--- src/hdl/group_membership_table_core_assert.svh ---
// assertion macros for the group membership table
// no dependencies; used at the end of group_membership_table_core
`ifndef GROUP_MEMBERSHIP_TABLE_CORE_ASSERT_SVH
`define GROUP_MEMBERSHIP_TABLE_CORE_ASSERT_SVH

// same-cycle implication, checked outside reset
`define GMT_ASSERT_NOW(lbl, ante, cons, msg) \
  lbl: assert property (@(posedge clk) disable iff (!rst_n) (ante) |-> (cons)) else $error(msg);

// next-cycle implication, checked outside reset
`define GMT_ASSERT_NEXT(lbl, ante, cons, msg) \
  lbl: assert property (@(posedge clk) disable iff (!rst_n) (ante) |=> (cons)) else $error(msg);

`endif

--- src/hdl/gmt_pkg.sv ---
// shared types and defaults for the group membership table
// no dependencies
package gmt_pkg;

  // default geometry
  localparam int NUM_GROUPS_DEF      = 8;
  localparam int SLOTS_PER_GROUP_DEF = 8;
  localparam int NODE_W              = 8;
  localparam int GROUP_W             = 8;

  // request modes
  typedef enum logic [1:0] {
    MODE_INSERT = 2'd0,
    MODE_LOOKUP = 2'd1,
    MODE_LIST   = 2'd2,
    MODE_CLEAR  = 2'd3
  } mode_t;

  // insert status codes
  typedef enum logic [1:0] {
    ST_ADDED   = 2'd0,
    ST_PRESENT = 2'd1,
    ST_FULL    = 2'd2,
    ST_IGNORED = 2'd3
  } status_t;

  // sequencer states
  typedef enum logic [1:0] {
    S_IDLE,
    S_EVAL,
    S_LIST
  } state_t;

endpackage

--- src/hdl/group_membership_table_core.sv ---
// group membership table: one row-wide memory plus a small sequencer
// depends on gmt_pkg and group_membership_table_core_assert.svh
//
// Usage: drive in_mode, in_node_id and in_group_id with start high; the item
// is taken at the clock edge where start is high and busy is low. Each group
// owns one memory row holding all of its slots, so every request is a single
// row read, a check of all slots at once, and at most one row write-back.
// Results appear on the out_ ports for one cycle each, marked by out_valid,
// and out_last flags the final result of an item. The receiver cannot stall.
// Insert, lookup, clear and an empty list evaluate the registered row in
// S_EVAL and register their single result; busy drops as that result
// appears. A list with m members emits one member per cycle from S_LIST,
// after S_EVAL, and busy drops as its last member appears.
// The memory read is synchronous, so the row is registered before S_EVAL.
// Reset (rst_n low, synchronous) clears the per-row valid bits, so every row
// reads as empty at once; clear does the same. No clearing pass.
module group_membership_table_core #(
  parameter int NUM_GROUPS      = gmt_pkg::NUM_GROUPS_DEF,
  parameter int SLOTS_PER_GROUP = gmt_pkg::SLOTS_PER_GROUP_DEF
) (
  input  logic                         clk,
  input  logic                         rst_n,
  input  logic                         start,
  output logic                         busy,
  input  logic [1:0]                   in_mode,
  input  logic [gmt_pkg::NODE_W-1:0]   in_node_id,
  input  logic [gmt_pkg::GROUP_W-1:0]  in_group_id,
  output logic                         out_valid,
  output logic [1:0]                   out_status,
  output logic                         out_present,
  output logic                         out_can_add,
  output logic [gmt_pkg::NODE_W-1:0]   out_member_node,
  output logic                         out_member_valid,
  output logic                         out_last
);

  localparam int NW     = gmt_pkg::NODE_W;
  localparam int GW     = gmt_pkg::GROUP_W;
  localparam int ROW_W  = SLOTS_PER_GROUP * NW;
  localparam int ROW_AW = (NUM_GROUPS > 1) ? $clog2(NUM_GROUPS) : 1;

  // sequencer and item registers
  gmt_pkg::state_t              state_r, state_nxt;
  gmt_pkg::mode_t               mode_r;
  logic [NW-1:0]                node_r;
  logic                         grp_zero_r;
  logic                         grp_ok_r;
  logic [ROW_AW-1:0]            row_addr_r;

  // memory and row valid bits
  logic [ROW_W-1:0]             mem [NUM_GROUPS];
  logic [ROW_W-1:0]             rd_data_r;
  logic [NUM_GROUPS-1:0]        row_vld_r, row_vld_nxt;
  logic                         mem_we;
  logic [ROW_W-1:0]             wr_data;

  // list walk
  logic [SLOTS_PER_GROUP-1:0]   pend_r, pend_nxt;
  logic [ROW_W-1:0]             list_row_r, list_row_nxt;

  // result registers
  logic                         out_valid_r, out_valid_nxt;
  logic [1:0]                   out_status_r, out_status_nxt;
  logic                         out_present_r, out_present_nxt;
  logic                         out_can_add_r, out_can_add_nxt;
  logic [NW-1:0]                out_member_r, out_member_nxt;
  logic                         out_mvalid_r, out_mvalid_nxt;
  logic                         out_last_r, out_last_nxt;

  // decoded control
  logic                         accept;
  logic                         do_eval;
  logic                         do_list;

  // row check
  logic [ROW_W-1:0]             row_eff;
  logic [SLOTS_PER_GROUP-1:0]   slot_free, slot_hit, slot_stop, stop_first;
  logic [SLOTS_PER_GROUP-1:0]   slot_other;
  logic [SLOTS_PER_GROUP-1:0]   list_first;
  logic [NW-1:0]                list_member;
  logic [GW-1:0]                grp_m1;

  assign accept = start && !busy;
  assign grp_m1 = in_group_id - GW'(1);

  // item capture
  always_ff @(posedge clk) begin
    if (accept) begin
      mode_r     <= gmt_pkg::mode_t'(in_mode);
      node_r     <= in_node_id;
      grp_zero_r <= (in_group_id == '0);
      grp_ok_r   <= (in_group_id != '0) && (in_group_id <= GW'(NUM_GROUPS));
      row_addr_r <= grp_m1[ROW_AW-1:0];
    end
  end

  // row memory: one read port at accept, one write port at evaluation
  always_ff @(posedge clk) begin
    if (accept) begin
      rd_data_r <= mem[grp_m1[ROW_AW-1:0]];
    end
    if (mem_we) begin
      mem[row_addr_r] <= wr_data;
    end
  end

  // effective row: an unwritten row reads as empty
  assign row_eff = (grp_ok_r && row_vld_r[row_addr_r]) ? rd_data_r : '0;

  // per-slot flags, all slots in parallel
  always_comb begin
    for (int s = 0; s < SLOTS_PER_GROUP; s++) begin
      slot_free[s]  = (row_eff[s*NW +: NW] == '0);
      slot_hit[s]   = (row_eff[s*NW +: NW] == node_r);
      slot_other[s] = !slot_free[s] && !slot_hit[s];
    end
    slot_stop  = slot_free | slot_hit;
    stop_first = slot_stop & (~slot_stop + SLOTS_PER_GROUP'(1));
  end

  // insert write-back row: node goes into the first stop slot if it is free
  always_comb begin
    wr_data = row_eff;
    for (int s = 0; s < SLOTS_PER_GROUP; s++) begin
      if (stop_first[s] && slot_free[s]) begin
        wr_data[s*NW +: NW] = node_r;
      end
    end
  end

  // list walk: lowest pending slot
  always_comb begin
    list_first  = pend_r & (~pend_r + SLOTS_PER_GROUP'(1));
    list_member = '0;
    for (int s = 0; s < SLOTS_PER_GROUP; s++) begin
      if (list_first[s]) begin
        list_member = list_row_r[s*NW +: NW];
      end
    end
  end

  // next state
  always_comb begin
    state_nxt = state_r;
    unique case (state_r)
      gmt_pkg::S_IDLE: begin
        if (start) state_nxt = gmt_pkg::S_EVAL;
      end
      gmt_pkg::S_EVAL: begin
        if (mode_r == gmt_pkg::MODE_LIST && grp_ok_r && (slot_other != '0)) begin
          state_nxt = gmt_pkg::S_LIST;
        end else begin
          state_nxt = gmt_pkg::S_IDLE;
        end
      end
      gmt_pkg::S_LIST: begin
        if ((pend_r & ~list_first) == '0) state_nxt = gmt_pkg::S_IDLE;
      end
      default: state_nxt = gmt_pkg::S_IDLE;
    endcase
  end

  // state decode
  always_comb begin
    busy    = 1'b1;
    do_eval = 1'b0;
    do_list = 1'b0;
    unique case (state_r)
      gmt_pkg::S_IDLE: busy    = 1'b0;
      gmt_pkg::S_EVAL: do_eval = 1'b1;
      gmt_pkg::S_LIST: do_list = 1'b1;
      default:         busy    = 1'b1;
    endcase
  end

  // evaluation and result formation
  always_comb begin
    mem_we          = 1'b0;
    row_vld_nxt     = row_vld_r;
    pend_nxt        = pend_r;
    list_row_nxt    = list_row_r;
    out_valid_nxt   = 1'b0;
    out_status_nxt  = 2'(gmt_pkg::ST_ADDED);
    out_present_nxt = 1'b0;
    out_can_add_nxt = 1'b0;
    out_member_nxt  = '0;
    out_mvalid_nxt  = 1'b0;
    out_last_nxt    = 1'b0;
    if (do_eval) begin
      unique case (mode_r)
        gmt_pkg::MODE_INSERT: begin
          out_valid_nxt = 1'b1;
          out_last_nxt  = 1'b1;
          if (node_r == '0 || !grp_ok_r) begin
            out_status_nxt = 2'(gmt_pkg::ST_IGNORED);
          end else if (stop_first == '0) begin
            out_status_nxt = 2'(gmt_pkg::ST_FULL);
          end else if ((stop_first & slot_free) != '0) begin
            out_status_nxt           = 2'(gmt_pkg::ST_ADDED);
            mem_we                   = 1'b1;
            row_vld_nxt[row_addr_r]  = 1'b1;
          end else begin
            out_status_nxt = 2'(gmt_pkg::ST_PRESENT);
          end
        end
        gmt_pkg::MODE_LOOKUP: begin
          out_valid_nxt   = 1'b1;
          out_last_nxt    = 1'b1;
          out_present_nxt = grp_ok_r && (node_r != '0) && (slot_hit != '0);
          out_can_add_nxt = grp_zero_r || (grp_ok_r && (slot_stop != '0));
        end
        gmt_pkg::MODE_LIST: begin
          if (grp_ok_r && (slot_other != '0)) begin
            pend_nxt     = slot_other;
            list_row_nxt = row_eff;
          end else begin
            out_valid_nxt = 1'b1;
            out_last_nxt  = 1'b1;
          end
        end
        gmt_pkg::MODE_CLEAR: begin
          out_valid_nxt = 1'b1;
          out_last_nxt  = 1'b1;
          row_vld_nxt   = '0;
        end
      endcase
    end else if (do_list) begin
      out_valid_nxt  = 1'b1;
      out_member_nxt = list_member;
      out_mvalid_nxt = 1'b1;
      pend_nxt       = pend_r & ~list_first;
      out_last_nxt   = ((pend_r & ~list_first) == '0);
    end
  end

  // control registers
  always_ff @(posedge clk) begin
    if (!rst_n) begin
      state_r     <= gmt_pkg::S_IDLE;
      row_vld_r   <= '0;
      out_valid_r <= 1'b0;
    end else begin
      state_r     <= state_nxt;
      row_vld_r   <= row_vld_nxt;
      out_valid_r <= out_valid_nxt;
    end
  end

  // payload registers
  always_ff @(posedge clk) begin
    pend_r        <= pend_nxt;
    list_row_r    <= list_row_nxt;
    out_status_r  <= out_status_nxt;
    out_present_r <= out_present_nxt;
    out_can_add_r <= out_can_add_nxt;
    out_member_r  <= out_member_nxt;
    out_mvalid_r  <= out_mvalid_nxt;
    out_last_r    <= out_last_nxt;
  end

  assign out_valid        = out_valid_r;
  assign out_status       = out_status_r;
  assign out_present      = out_present_r;
  assign out_can_add      = out_can_add_r;
  assign out_member_node  = out_member_r;
  assign out_member_valid = out_mvalid_r;
  assign out_last         = out_last_r;

  // checks
`include "group_membership_table_core_assert.svh"

  `GMT_ASSERT_NEXT(a_accept_busy, accept, busy, "accepted item did not raise busy")
  `GMT_ASSERT_NEXT(a_list_burst, out_valid && !out_last, out_valid, "list burst broke off")
  `GMT_ASSERT_NOW(a_midlist_busy, out_valid && !out_last, busy, "idle during list burst")
  `GMT_ASSERT_NOW(a_write_insert, mem_we, do_eval && mode_r == gmt_pkg::MODE_INSERT,
    "row write outside insert")

endmodule

--- config.mk ---
export PLATFORM = sky130hd
export DESIGN_NAME = group_membership_table_core
export DESIGN_NICKNAME = d
export VERILOG_FILES = /design/src/hdl/gmt_pkg.sv /design/src/hdl/group_membership_table_core.sv
export VERILOG_INCLUDE_DIRS = /design/src /design/src/hdl
export SDC_FILE = /design/constraint.sdc
export NUM_CORES = 1
export LEC_CHECK = 0
export BUFFER_PORTS_ARGS = -buffer_cell sky130_fd_sc_hd__buf_2
export CAP_MARGIN = 20
export CORE_MARGIN = 1.5
export CORE_UTILIZATION = 60
export DETAILED_ROUTE_END_ITERATION = 8
export MAX_ROUTING_LAYER = met4
export PLACE_DENSITY = 0.78
export SLEW_MARGIN = 20
export SYNTH_ARGS = -nofsm -noshare
export SYNTH_HDL_FRONTEND = slang
export SYNTH_SLANG_ARGS = --single-unit
--- constraint.sdc ---
create_clock -name clk -period 21.5 [get_ports clk]
set_input_delay 2.15 -clock clk [delete_from_list [all_inputs] [get_ports clk]]
set_output_delay 2.15 -clock clk [all_outputs]
set_load 0.02 [all_outputs]
==> impl_metrics.py <==
metrics = {
    "status": {
        "status": "complete, no violations",
    },
    "timing": {
        "slew_headroom_pct": 24.8,
        "worst_pin_slew_ps": 1130,
        "rsz0062_at_grt": "false",
        "finalSetupTns_ps": 0,
        "period_share_pct": 26.0,
        "fmax_ghz": 0.179,
        "finalCriticalPeriod_ps": 5580,
        "slew_violations": 0,
        "hold_viol": 0,
        "setup_viol": 0,
        "finClkSkew_ps": 22.4,
    },
    "run": {
        "drv_cap": 0,
    },
    "worst_setup_path": {
        "crit-reg2reg-launch": "row_addr_r[0]",
        "crit_required_ps": 21720,
        "arrival_ps": 5800,
        "reg2reg_to": "mem[0][23]",
        "worst_setup_path_end_kind": "register",
        "worstRegToRegCells": 11,
        "cp_max_fo": 76,
        "path_class": "register to register",
        "start_kind": "register",
        "critPathLaunch": "row_addr_r[0]",
        "reg2reg_slack_ps": 15920,
        "endpoint": "mem[0][23]",
    },
    "floorplan": {
        "rows": 78,
        "die_w_um": 218,
        "die_h_um": 218,
        "coreArea_sq_um": 45500,
        "start_util_pct": 61.0,
        "die_area_sq_um": 47600,
        "io_pins": 37,
    },
    "grt": {
        "grt.total_usage_pct": 28.3,
        "grt_pass1_wl_mm": 94.6,
        "antenna_found_initial": 0,
        "grt_pass1_vias": 15100,
        "grt_max_degree": 77,
        "grt_overflow": 0,
    },
    "pwr": {
        "pwr-share-clk_pct": 40.8,
        "swShare_pct": 20.9,
        "p_comb_share_pct": 4.7,
        "p_int_w": 0.00216,
        "leakage_nw": 9.57,
        "powerDensity_nw_per_um2": 88.8,
        "p_switching_w": 0.000573,
        "power_frac_seq_pct": 54.5,
        "irDropWorstVdd_v": 0.0000773,
    },
    "clock_tree": {
        "cts_max_path_buffers": 3,
        "clockRootBuffer": "clkbuf_16",
        "post_cts_buffers": 0,
        "cts_resized": 0,
        "hold_buffers": 0,
        "clk_latency_ps": 600,
        "htree_levels": 3,
        "cts-buffers-inserted": 69,
        "cts_tree": "built",
        "cts_sinks": 688,
        "clk_pin_slew_ps": 60,
    },
    "place": {
        "dp_cells": 2066,
        "place_hpwl_mm": 36.0,
        "port_buffers": 36,
        "place_congestion": 0.926,
    },
    "layout": {
        "mostFrequentLayoutCell": "edfxtp_1",
        "synthToLayoutAreaGrowth_pct": 11.1,
        "final_net_count": 1565,
        "antenna_cells": 0,
        "fin_cells": 2187,
        "final_cell_mix": "663 x edfxtp_1, 128 x mux4_2, 71 x clkbuf_16, 68 x and2_1",
        "drive_above_1_share_pct": 24.3,
    },
    "route": {
        "drt-pass1-iter-count": 7,
        "via_per_inst": 6.81,
        "vias": 14900,
        "avgRoutedWirePerCell_um": 28.9,
        "drtIter0Drc": 2128,
        "totalWireLength_mm": 63.3,
        "drc_errors": 0,
        "ant_nets": 0,
    },
    "yosys": {
        "yosysSeqAreaShare_pct": 73.5,
        "synth-xor-area-share_pct": 0.0316,
        "synth_mux_area_share_pct": 13.2,
        "async_flop_share_pct": 0,
        "synth_edf_count": 663,
        "synth_cells": 1471,
        "synth_adder_area_share_pct": 0.388,
        "ys.flop_type": "edfxtp_1",
        "syn_area_per_cell_sq_um": 18.9,
        "ys_warn_count": 0,
        "syn_area_sq_um": 27800,
        "syn_nets": 1499,
        "synth_cell_type_count": 72,
        "synth-simple-area-share_pct": 5.62,
        "synth_compound_area_share_pct": 5.73,
        "ys_ff_latch": 688,
        "synth_top_family_by_area": "multiplexers",
    },
    "worst_hold_path": {
        "whs_path_depth": 2,
        "min_path_type": "register to register",
    },
}
==> cell usage after synthesis (all sizes together), types with 3 or more instances <==
| master | n | share of area, % |
|---|---|---|
| edfxtp | 663 | 72 |
| mux4 | 128 | 10 |
| and2 | 70 | 1.6 |
| mux2 | 67 | 2.7 |
| a21o | 66 | 1.8 |
| nand2 | 47 | 0.64 |
| clkbuf | 43 | 0.58 |
| buf | 31 | 0.55 |
| nor2b | 29 | 0.65 |
| nor4 | 26 | 0.61 |
| dfxtp | 25 | 1.8 |
| inv | 23 | 0.31 |
| o22ai | 22 | 0.50 |
| a22oi | 20 | 0.54 |
| nand2b | 20 | 0.45 |
| o21ai | 20 | 0.37 |
| nor2 | 16 | 0.22 |
| nor3 | 13 | 0.23 |
| a21boi | 10 | 0.28 |
| nand3 | 10 | 0.18 |
| a221o | 8 | 0.29 |
| a221oi | 8 | 0.25 |
| or4 | 8 | 0.22 |
| a2111o | 7 | 0.28 |
| ha | 7 | 0.32 |
| a21oi | 6 | 0.12 |
| nor4b | 6 | 0.21 |
| o2111ai | 6 | 0.19 |
| o41ai | 6 | 0.19 |
| or3 | 6 | 0.14 |
| o31ai | 5 | 0.14 |
| a211o | 3 | 0.099 |
| a211oi | 3 | 0.13 |
| and3 | 3 | 0.086 |
| and4 | 3 | 0.095 |
| mux2i | 3 | 0.11 |
| nand4 | 3 | 0.068 |
==> cell families (layout without fill, tap and decap cells) <==
logic type / Yosys count / count (layout)
flip-flops: 688 / 688
AND/OR/NAND/NOR: 269 / 269
AO/OA/AOI/OAI: 207 / 207
multiplexers: 198 / 198
buffers and inverters: 99 / 215
adder cells (fa/ha/maj): 9 / 9
XOR/XNOR: 1 / 1
==> power by group through the flow <==
stage	Clock, W	Combinational (W)	Sequential (W)
finish	0.00112	0.000128	0.00149
floorplan	0	0.0000893	0.00151
global placement	0	0.000123	0.00152
global route	0.00118	0.000135	0.00149
CTS	0.00113	0.000127	0.00149
detailed placement	0	0.000126	0.00152
==> worst max-delay path, cell delays in order (launching register included) <==
cell and delay, ps:
edfxtp_1 660, mux2_2 390, a222oi_1 670, o21ai_4 50
buf_4 340, a21oi_2 360, nor4_1 100, nand4_1 270
nand3_1 540, nor3_2 550, buf_4 480, buf_4 640
==> how the worst min path moves through the flow <==
| stage | from | end | slack [ps] |
|---|---|---|---|
| 2_1_floorplan | row_vld_r[3] | row_vld_r[3] | 410 |
| 4_1_cts | row_vld_r[3] | row_vld_r[3] | 450 |
| 5_1_grt | row_vld_r[7] | row_vld_r[7] | 470 |
| 3_3_place_gp | row_vld_r[4] | row_vld_r[4] | 440 |
| 3_5_place_dp | row_vld_r[3] | row_vld_r[3] | 430 |
| 6_report | row_vld_r[6] | row_vld_r[6] | 450 |
==> per-stage QoR <==
stage	hold WS (ps)	area, sq um	utilization, %	power [W]	setup WS (ps)
after floorplan	414	27800	-	0.00160	11990
after global routing	472	30800	67.8	0.00281	15660
after detailed placement	429	28700	63.2	0.00165	15680
final	451	30800	67.8	0.00274	15920
after CTS	450	30800	67.8	0.00275	16030
after global placement	435	28700	63.2	0.00164	15820
==> state kept, by name, indices dropped and copies added, names as in the netlist, 3 cells and up <==
| name | count |
|---|---|
| row_addr_r | 3 |
| list_row_r | 64 |
| rd_data_r | 64 |
| out_member_node | 8 |
| row_vld_r | 8 |
| mem | 512 |
| pend_r | 8 |
| node_r | 8 |
==> per-layer routing <==
layer | GRT usage (%) | vias up | part of all wire (%)
met4 | 9.91 | 0 | 3.4
met2 | 43.4 | 941 | 48
li1 | - | 6164 | -
met5 | - | - | 0
met1 | 38.8 | 7614 | 39
met3 | 5.15 | 171 | 9.2
==> final cells by class <==
class	instances	area [sq um]
Timing Repair Buffer	69	437
Inverter	25	93.8
Clock inverter	30	198
Multi-Input combinational cell	684	7060
Fill cell	2889	14700
Tap cell	600	751
Sequential cell	688	20400
Clock buffer	91	1880
Note: power is estimated with default switching activity, not from simulation.
